==> src/rtl/olist_pkg.sv <==
// ----------------------------------------------------------------------------
// olist_pkg: shared definitions of the ordered list engine
// Action and status codes, field widths and default parameter values.
// ----------------------------------------------------------------------------
package olist_pkg;

   localparam int DEFAULT_CAPACITY   = 64;
   localparam int DEFAULT_VALUE_BITS = 16;

   localparam int ACTION_BITS   = 3;
   localparam int FIELD_BITS    = 16;
   localparam int POSITION_BITS = 7;
   localparam int STATUS_BITS   = 2;
   localparam int COUNT_BITS    = 7;

   typedef enum logic [ACTION_BITS-1:0] {
      ACT_PREPEND = 3'd0,
      ACT_APPEND  = 3'd1,
      ACT_INSERT  = 3'd2,
      ACT_DELETE  = 3'd3,
      ACT_READ    = 3'd4
   } action_type;

   typedef enum logic [STATUS_BITS-1:0] {
      STAT_OK     = 2'd0,
      STAT_BADPOS = 2'd1,
      STAT_NOKEY  = 2'd2,
      STAT_FULL   = 2'd3
   } status_type;

endpackage

==> src/rtl/olist_ram.sv <==
// ----------------------------------------------------------------------------
// olist_ram: generic single-port-write, single-port-read RAM
// One write and one registered read per cycle.
// ----------------------------------------------------------------------------
module olist_ram #(
   parameter int WIDTH = olist_pkg::DEFAULT_VALUE_BITS,
   parameter int DEPTH = olist_pkg::DEFAULT_CAPACITY
) (
   input  logic                     clock,
   input  logic                     wr_en,
   input  logic [$clog2(DEPTH)-1:0] wr_addr,
   input  logic [WIDTH-1:0]         wr_data,
   input  logic [$clog2(DEPTH)-1:0] rd_addr,
   output logic [WIDTH-1:0]         rd_data
);

   logic [WIDTH-1:0] mem [DEPTH];

   always_ff @(posedge clock) begin
      if (wr_en) begin
         mem[wr_addr] <= wr_data;
      end
      rd_data <= mem[rd_addr];
   end

endmodule

==> src/rtl/ordered_list_engine.sv <==
// ----------------------------------------------------------------------------
// ordered_list_engine: ordered list of values held in a RAM
// A request transaction on req_ does push front, push back, insert at a
// 1-based position, delete the first entry equal to a key, or read the
// entry at a 0-based index. Each request yields one rsp_ transaction with
// the status, the entry count after the request and the value read.
// The entries live in one RAM; a small sequencer walks it through one
// shared index counter, moving or comparing one entry per cycle.
// req_ready is high only while the sequencer is idle. A rejected request
// goes straight to the response; an insert first moves the entries behind
// the position, a read fetches its entry, and a delete scans up to the
// match, or all entries when none matches, and moves the entries behind it.
// req_ready rises again in the same cycle as rsp_valid.
// The result is held in an output register; a stalled receiver holds it
// there, and a new request is worked on meanwhile, waiting to finish
// until the register is free.
// Reset empties the list at once; no clearing pass is needed.
// ----------------------------------------------------------------------------
module ordered_list_engine #(
   parameter int CAPACITY   = olist_pkg::DEFAULT_CAPACITY,
   parameter int VALUE_BITS = olist_pkg::DEFAULT_VALUE_BITS
) (
   input  logic                                clock,
   input  logic                                reset,
   input  logic                                req_valid,
   output logic                                req_ready,
   input  logic [olist_pkg::ACTION_BITS-1:0]   req_action,
   input  logic [olist_pkg::FIELD_BITS-1:0]    req_value,
   input  logic [olist_pkg::POSITION_BITS-1:0] req_position,
   output logic                                rsp_valid,
   input  logic                                rsp_ready,
   output logic [olist_pkg::STATUS_BITS-1:0]   rsp_status,
   output logic [olist_pkg::COUNT_BITS-1:0]    rsp_entry_count,
   output logic [olist_pkg::FIELD_BITS-1:0]    rsp_read_value
);

   localparam int AW = $clog2(CAPACITY);
   localparam int LW = $clog2(CAPACITY + 1);
   localparam int CW = ((LW > olist_pkg::POSITION_BITS) ? LW : olist_pkg::POSITION_BITS) + 1;

   typedef enum logic [2:0] {
      S_IDLE,
      S_SHIFT_UP,
      S_PLACE,
      S_SCAN,
      S_SHIFT_DN,
      S_FLUSH,
      S_READ,
      S_RESP
   } state_type;

   state_type                           state_ff, state_in;
   logic [LW-1:0]                       length_ff, length_in;
   logic [LW-1:0]                       cur_ff, cur_in;
   logic [LW-1:0]                       idx_ff, idx_in;
   logic [VALUE_BITS-1:0]               key_ff, key_in;
   logic                                pend_ff, pend_in;
   logic [AW-1:0]                       pend_addr_ff, pend_addr_in;
   logic                                chk_valid_ff, chk_valid_in;
   logic [AW-1:0]                       chk_idx_ff, chk_idx_in;
   olist_pkg::status_type               status_ff, status_in;
   logic [olist_pkg::FIELD_BITS-1:0]    rd_ff, rd_in;
   logic                                rsp_valid_ff, rsp_valid_in;
   logic [olist_pkg::STATUS_BITS-1:0]   rsp_status_ff, rsp_status_in;
   logic [olist_pkg::COUNT_BITS-1:0]    rsp_count_ff, rsp_count_in;
   logic [olist_pkg::FIELD_BITS-1:0]    rsp_read_ff, rsp_read_in;

   logic                  ram_we;
   logic [AW-1:0]         ram_waddr;
   logic [VALUE_BITS-1:0] ram_wdata;
   logic [AW-1:0]         ram_raddr;
   logic [VALUE_BITS-1:0] ram_rdata;
   logic                  full;
   logic [CW-1:0]         pos_wide;
   logic [CW-1:0]         len_wide;

   olist_ram #(
      .WIDTH (VALUE_BITS),
      .DEPTH (CAPACITY)
   ) u_ram (
      .clock   (clock),
      .wr_en   (ram_we),
      .wr_addr (ram_waddr),
      .wr_data (ram_wdata),
      .rd_addr (ram_raddr),
      .rd_data (ram_rdata)
   );

   assign full     = (length_ff == LW'(CAPACITY));
   assign pos_wide = CW'(req_position);
   assign len_wide = CW'(length_ff);

   assign req_ready       = (state_ff == S_IDLE);
   assign rsp_valid       = rsp_valid_ff;
   assign rsp_status      = rsp_status_ff;
   assign rsp_entry_count = rsp_count_ff;
   assign rsp_read_value  = rsp_read_ff;

   always_comb begin
      state_in      = state_ff;
      length_in     = length_ff;
      cur_in        = cur_ff;
      idx_in        = idx_ff;
      key_in        = key_ff;
      pend_in       = 1'b0;
      pend_addr_in  = pend_addr_ff;
      chk_valid_in  = 1'b0;
      chk_idx_in    = chk_idx_ff;
      status_in     = status_ff;
      rd_in         = rd_ff;
      rsp_valid_in  = rsp_valid_ff && !rsp_ready;
      rsp_status_in = rsp_status_ff;
      rsp_count_in  = rsp_count_ff;
      rsp_read_in   = rsp_read_ff;
      ram_raddr     = AW'(cur_ff);

      // A pending move always owns the write port.
      if (pend_ff) begin
         ram_we    = 1'b1;
         ram_waddr = pend_addr_ff;
         ram_wdata = ram_rdata;
      end else begin
         ram_we    = (state_ff == S_PLACE);
         ram_waddr = AW'(idx_ff);
         ram_wdata = key_ff;
      end

      case (state_ff)
         S_IDLE: begin
            if (req_valid) begin
               key_in    = VALUE_BITS'(req_value);
               rd_in     = '0;
               status_in = olist_pkg::STAT_OK;
               state_in  = S_RESP;
               case (olist_pkg::action_type'(req_action))
                  olist_pkg::ACT_PREPEND: begin
                     if (full) begin
                        status_in = olist_pkg::STAT_FULL;
                     end else begin
                        idx_in   = '0;
                        cur_in   = length_ff;
                        state_in = S_SHIFT_UP;
                     end
                  end
                  olist_pkg::ACT_APPEND: begin
                     if (full) begin
                        status_in = olist_pkg::STAT_FULL;
                     end else begin
                        idx_in   = length_ff;
                        cur_in   = length_ff;
                        state_in = S_SHIFT_UP;
                     end
                  end
                  olist_pkg::ACT_INSERT: begin
                     if (pos_wide == '0 || pos_wide > len_wide + CW'(1)) begin
                        status_in = olist_pkg::STAT_BADPOS;
                     end else if (full) begin
                        status_in = olist_pkg::STAT_FULL;
                     end else begin
                        idx_in   = LW'(pos_wide - CW'(1));
                        cur_in   = length_ff;
                        state_in = S_SHIFT_UP;
                     end
                  end
                  olist_pkg::ACT_DELETE: begin
                     cur_in   = '0;
                     state_in = S_SCAN;
                  end
                  olist_pkg::ACT_READ: begin
                     if (pos_wide >= len_wide) begin
                        status_in = olist_pkg::STAT_BADPOS;
                     end else begin
                        ram_raddr = AW'(req_position);
                        state_in  = S_READ;
                     end
                  end
                  default: begin
                     status_in = olist_pkg::STAT_BADPOS;
                  end
               endcase
            end
         end
         S_SHIFT_UP: begin
            if (cur_ff > idx_ff) begin
               ram_raddr    = AW'(cur_ff - LW'(1));
               pend_in      = 1'b1;
               pend_addr_in = AW'(cur_ff);
               cur_in       = cur_ff - LW'(1);
            end else begin
               state_in = S_PLACE;
            end
         end
         S_PLACE: begin
            if (!pend_ff) begin
               length_in = length_ff + LW'(1);
               state_in  = S_RESP;
            end
         end
         S_SCAN: begin
            if (chk_valid_ff && ram_rdata == key_ff) begin
               cur_in   = LW'(chk_idx_ff);
               state_in = S_SHIFT_DN;
            end else if (cur_ff < length_ff) begin
               ram_raddr    = AW'(cur_ff);
               chk_valid_in = 1'b1;
               chk_idx_in   = AW'(cur_ff);
               cur_in       = cur_ff + LW'(1);
            end else if (!chk_valid_ff) begin
               status_in = olist_pkg::STAT_NOKEY;
               state_in  = S_RESP;
            end
         end
         S_SHIFT_DN: begin
            if ((cur_ff + LW'(1)) < length_ff) begin
               ram_raddr    = AW'(cur_ff + LW'(1));
               pend_in      = 1'b1;
               pend_addr_in = AW'(cur_ff);
               cur_in       = cur_ff + LW'(1);
            end else begin
               state_in = S_FLUSH;
            end
         end
         S_FLUSH: begin
            if (!pend_ff) begin
               length_in = length_ff - LW'(1);
               state_in  = S_RESP;
            end
         end
         S_READ: begin
            rd_in    = olist_pkg::FIELD_BITS'(ram_rdata);
            state_in = S_RESP;
         end
         S_RESP: begin
            if (!rsp_valid_ff || rsp_ready) begin
               rsp_valid_in  = 1'b1;
               rsp_status_in = status_ff;
               rsp_count_in  = olist_pkg::COUNT_BITS'(length_ff);
               rsp_read_in   = rd_ff;
               state_in      = S_IDLE;
            end
         end
         default: begin
            state_in = S_IDLE;
         end
      endcase
   end

   always_ff @(posedge clock) begin
      cur_ff        <= cur_in;
      idx_ff        <= idx_in;
      key_ff        <= key_in;
      pend_addr_ff  <= pend_addr_in;
      chk_idx_ff    <= chk_idx_in;
      status_ff     <= status_in;
      rd_ff         <= rd_in;
      rsp_status_ff <= rsp_status_in;
      rsp_count_ff  <= rsp_count_in;
      rsp_read_ff   <= rsp_read_in;
      if (reset) begin
         state_ff     <= S_IDLE;
         length_ff    <= '0;
         pend_ff      <= 1'b0;
         chk_valid_ff <= 1'b0;
         rsp_valid_ff <= 1'b0;
      end else begin
         state_ff     <= state_in;
         length_ff    <= length_in;
         pend_ff      <= pend_in;
         chk_valid_ff <= chk_valid_in;
         rsp_valid_ff <= rsp_valid_in;
      end
   end

endmodule
==> config.mk <==
export PLATFORM = sky130hd
export DESIGN_NAME = ordered_list_engine
export DESIGN_NICKNAME = d
export VERILOG_FILES = /design/src/rtl/olist_pkg.sv /design/src/rtl/olist_ram.sv /design/src/rtl/ordered_list_engine.sv
export SDC_FILE = /design/constraint.sdc
export NUM_CORES = 2
export LEC_CHECK = 0
export BUFFER_PORTS_ARGS = -buffer_cell sky130_fd_sc_hd__buf_2
export CAP_MARGIN = 20
export CORE_ASPECT_RATIO = 1.5
export CORE_MARGIN = 2
export CORE_UTILIZATION = 57
export CTS_CLUSTER_DIAMETER = 100
export CTS_CLUSTER_SIZE = 12
export DETAILED_ROUTE_END_ITERATION = 6
export PLACE_DENSITY = 0.84
export SYNTH_ARGS = -nofsm -noshare
export SYNTH_HDL_FRONTEND = slang
export SYNTH_HIERARCHICAL = 1
export SYNTH_SLANG_ARGS = --single-unit
==> constraint.sdc <==
create_clock -name clock -period 11.8 [get_ports clock]
set_input_delay 3.54 -clock clock [delete_from_list [all_inputs] [get_ports clock]]
set_output_delay 3.54 -clock clock [all_outputs]
set_load 0.01 [all_outputs]
; ---- Yosys cells after proc, flatten, opt, wreduce, memory -nomap -nowiden
; Memory sizes are Yosys's and may differ from the RTL's. A register that Yosys moved wholly into a read port is not among the register bits.
; Cells that the tools add are included.
[totals]
regBits = 98
mem_bits_rw = 1024
in_bits = 30
wordCells = 152
n_memories = 1
[memory_table]
columns = memory, depth, width, rd, rd_clocked_by_memory_dff, write_ports, line_no
row1 = u_ram.mem, 64, 16, 1, 1, 1, olist_ram.sv:17  ; logic [WIDTH-1:0] mem [DEPTH];
[op_classes]
n_addsub = 6
n_lt_le_gt_ge = 5
eq_ne = 34
n_mux = 61
n_bitwise = 2
n_reduce_logical = 28
[ops]
columns = operator, count
row1 = $mux 7, 13
row2 = $mux 6, 8
row3 = $pmux 7 s3, 2
row4 = $mux 16, 2
row5 = $ne 2x2->1 const B, 16
row6 = $pmux 16 s2, 1
row7 = $mux 3, 10
row8 = $pmux 7 s4, 1
row9 = $pmux 3 s7, 1
row10 = $reduce_and 7->1, 3
row11 = $sub 7x1->7 const B, 3
row12 = $pmux 6 s3, 1
row13 = $eq 16x16->1, 1
row14 = $eq 3x3->1 const B, 5
row15 = $add 7x1->7 const B, 2
row16 = $lt 7x7->1, 2
row17 = $pmux 7 s2, 1
row18 = $eq 3x2->1 const B, 4
row19 = $mux 2, 6
row20 = $ne 3x3->1 const B, 4
row21 = $pmux 3 s4, 1
row22 = $pmux 6 s2, 1
row23 = $mux 1, 10
row24 = $reduce_and 3->1, 3
row25 = 23 further kinds, 35

; ---- Logic depth before layout (Yosys ltp)
[depth]
depth_word = 7
ltp_mapped = 21

; ---- Modules after synthesis
; Netlist, hierarchy kept.
[modules_own_cells]
columns = module, n_inst, cells_each, area_each_um2, seq_area_each_um2
row1 = olist_ram, 1, 1820, 39978.3, 31069.8
row2 = ordered_list_engine, 1, 536, 5888.1, 2812.7

; ---- Least setup slack after synthesis
; Ideal clock, no wire load.
[synth_timing]
path_kind = input -> register
startpoint = input port req_position[2] (netlist name)
endpoint = register u_ram.rd_data[9] (read register of u_ram.mem)
t_arrival_ps = 6588
path_slack_ps = 5096
cell_stages = 16
path_buffers = 4
path_cell_list = ha_1 -> a211o_1 -> a31o_1 -> a21oi_2 -> and2_1 -> clkbuf_1 -> nor3b_2 -> a221o_1 -> buf_6 -> buf_12 -> buf_12 -> mux4_2 -> mux2i_1 -> nand3_1 -> o211a_1 -> o211a_1
[synth_via]
elab_chain_len = 5
[synth_lines]
columns = item, line_no
row1 = from (decl), ordered_list_engine.sv:29  ; input logic [olist_pkg::POSITION_BITS-1:0] req_position,
row2 = $ge 7x7->1, ordered_list_engine.sv:170  ; if (pos_wide >= len_wide) begin
row3 = $mux 6, ordered_list_engine.sv:170
row4 = $mux 6, ordered_list_engine.sv:135  ; case (olist_pkg::action_type'(req_action))
row5 = $mux 6, ordered_list_engine.sv:130  ; if (req_valid) begin
row6 = $pmux 6 s3, ordered_list_engine.sv:128  ; case (state_ff)
row7 = net ram_raddr[0], ordered_list_engine.sv:71  ; logic [AW-1:0] ram_raddr;
row8 = to (decl), olist_ram.sv:14  ; output logic [WIDTH-1:0] rd_data
; The timed path passes the listed nets, and every way through them passes these cells.
; A chain may end at the register's enable or synchronous reset.

; ---- Worst setup path after layout
[layout_timing]
startpoint = input port req_position[2] (netlist name)
endpoint = register u_ram.rd_data[8] (read register of u_ram.mem)
; Same word-level chain as after synthesis.

==> out/metrics.yaml <==
critPathMaxFanout: 37
start_util_pct: 57.50
worstPathRequired_ns: 12.30
p_leak_uw: 0.01619
drv_cap: 0
slew_headroom_pct: 19.05
arrival_ns: 8.75
synthArstFlopShare_pct: 0
fmax_ghz: 0.1212
viasPerCell: 6.926
grt_first_pass_wirelength_mm: 172.5
wl_mm: 120.2
timing.setup.tns_ns: 0
ant_nets: 0
grt-ovfl-total: 0
r2r-start: "cur_ff[0]$_DFFE_PP_"
post-place-ws_ns: 2.902
cts-resized-gates: 0
drc_errors: 0
syn_to_final_growth_pct: 10.09
netlist.area_leader.share_pct: 72.61
io_pins: 57
rr_endpoint: "u_ram/rd_data[8]$_DFF_P_"
rsz0062_at_grt: "false"
hp-class: "reg2reg"
startpoint_type: "input pin"
ir_worst_vdd_mv: 0.2519
p_sw_share_pct: 37.00
root_buffer: "clkbuf_16"
power.total_uw: 13840
cts_sinks: 1138
min_path_cells: 0
hold_viol: 0
avgSynthCellArea_um2: 19.47
synth_nets: 2431
rrSetupSlack_ns: 5.06
layout_setup_ws_ns: 3.549
grt_max_degree: 119
dp.cells: 3401
antenna_found_initial: 5
die-area_um2: 82800
ctsHoldBuffers: 0
globalplace.congestion: 0.9012
yosys_most_used_dff: "edfxtp_1"
synth_top_area_cell: "edfxtp_1"
htreeDepth: 3
fin_skew_ns: 0.03019
dp_hpwl_mm: 69.28
rows: 127
final_common_cell: "edfxtp_1"
grt_util_all_layers_pct: 29.08
tightest_slew_ns: 1.213
p_comb_share_pct: 41.4
clkTransAtPathRegs_ns: 0.07
ys_seq_elements: 1138
whs_endpoint: "rsp_read_value[4]$_DFFE_PP_"
clockBufferDepth: 3
most-common-layout-cells: "edfxtp_1, mux4_2, clkbuf_16"
status: "completed"
p_per_area_nw_per_um2: 274.1
drive_above_1_share_pct: 22.26
port_buffers: 56
core_um2: 79770
ff2ff_path_depth: 16
chipWidth_um: 235.6
grt_pass1_vias: 25251
cts_tree: "yes"
hp-start: "rd_ff[4]$_SDFFCE_PN0P_"
p_clk_share_pct: 21.5
setup_viol_count_final: 0
drv_slew: 0
crit_path_end_kind: "register"
yosysUniqueCellTypes: 77
diodes: 0
dr.pass1.iters: 7
layout.nets: 2562
synthCells: 2356
yosys_warnings: 6
wl_per_cell_um: 33.68
layoutNonFillerInstCount: 3570
ys_top_cells_by_area: "edfxtp_1, mux4_2, mux2i_1"
p_switching_uw: 5121
critical_path_class: "in2reg"
die_h_um: 351.4
num_vias: 24726
finalCriticalPeriod_ns: 8.251
synth_edf_count: 1109
cts_setup_buffers: 0
p_int_uw: 8721
power_frac_seq_pct: 37.0
drt_iter0_markers: 3616
clk_latency_ns: 0.67
min_period_over_period_pct: 69.92
seq_area_frac_synth_pct: 73.87
syn_area_um2: 45870
cts_buffers: 104
flip-flops by register name, summed over array words and instances (netlist names):
signal and count:
cur_ff 7, key_ff 16, pend_addr_ff 6, rd_ff 16
status_ff 2, pend_ff 1, u_ram/mem 1024, idx_ff 7
rsp_status 2, chk_idx_ff 6, rsp_read_value 16, rsp_valid 1
length_ff 7, u_ram/rd_data 16, chk_valid_ff 1, state_ff 3
rsp_entry_count 7
layer usage:
metal,global-route usage [%],part of all wire [%],vias to the layer above
li1,-,-,9870
met1,33.40,31,12543
met2,49.96,51,1846
met3,5.487,10,461
met4,19.84,7.8,6
met5,0,0.029,-
power by group through the flow:
stage,Sequential [uW],Clock [uW],Combinational [uW]
floorplan,5090,0,3890
global placement,5200,0,5250
detailed placement,5200,0,5400
CTS,5120,3000,5530
global route,5130,3140,5930
finish,5130,2980,5730
worst max-delay path, stage by stage:
cell	delay [ns]
buf_2	0.17
ha_1	0.33
a211o_1	0.30
a31o_1	0.20
a21oi_2	0.26
and2_1	0.33
a221o_4	0.86
buf_4	0.76
mux4_2	0.63
nor2b_1	0.16
a211o_1	0.30
a31oi_1	0.73
a311oi_1	0.12
worst max path at each step:
| stage | from | endpoint | slack (ns) | cells past startpoint |
|---|---|---|---|---|
| global route | req_position[0] | u_ram/rd_data[8]$_DFF_P_ | 3.34 | 15 |
| finish | req_position[2] | u_ram/rd_data[8]$_DFF_P_ | 3.55 | 13 |
| floorplan | req_position[2] | u_ram/rd_data[9]$_DFF_P_ | 5.10 | 16 |
| global placement | req_position[2] | u_ram/rd_data[7]$_DFF_P_ | 3.02 | 13 |
| CTS | req_position[2] | u_ram/rd_data[8]$_DFF_P_ | 3.58 | 13 |
| detailed placement | req_position[2] | u_ram/rd_data[7]$_DFF_P_ | 2.90 | 13 |
cell families after synthesis:
family / Yosys count / share of synthesized area (%)
AO/OA/AOI/OAI: 257 / 4.247
XOR/XNOR: 43 / 0.8211
adder cells (fa/ha/maj): 45 / 1.244
AND/OR/NAND/NOR: 370 / 4.138
flip-flops: 1138 / 73.87
buffers and inverters: 157 / 1.945
multiplexers: 346 / 13.73
area by class of cell:
cell class	instances	area, um^2
Multi-Input combinational cell	1061	11190
Tap cell	1032	1291
Fill cell	4972	29270
Timing Repair Buffer	154	1194
Sequential cell	1138	33880
Clock inverter	4	51.30
Inverter	28	105.1
Clock buffer	153	2786
synthesized netlist by cell type (26+ instances only):
master    count
nor2b_1      40
nand2_1      55
nand3_1      44
mux2i_1      93
edfxtp_1   1109
mux2_2       29
a21oi_1      37
nor2_1      123
dfxtp_1      29
inv_1        27
a22oi_1      70
buf_2        26
ha_1         44
mux4_2      221
clkbuf_1     59
stage by stage:
stage | cell area, um^2 | hold slack, ns | utilization [%]
after detailed placement | 47470 | 0.4045 | 59.51
after global routing | 50500 | 0.4232 | 63.30
final | 50500 | 0.4117 | 63.30
after floorplan | 45870 | 0.4003 | -
after CTS | 50310 | 0.4138 | 63.07
after global placement | 47420 | 0.4015 | 59.44
No activity file was read; power rests on OpenSTA's default activity.
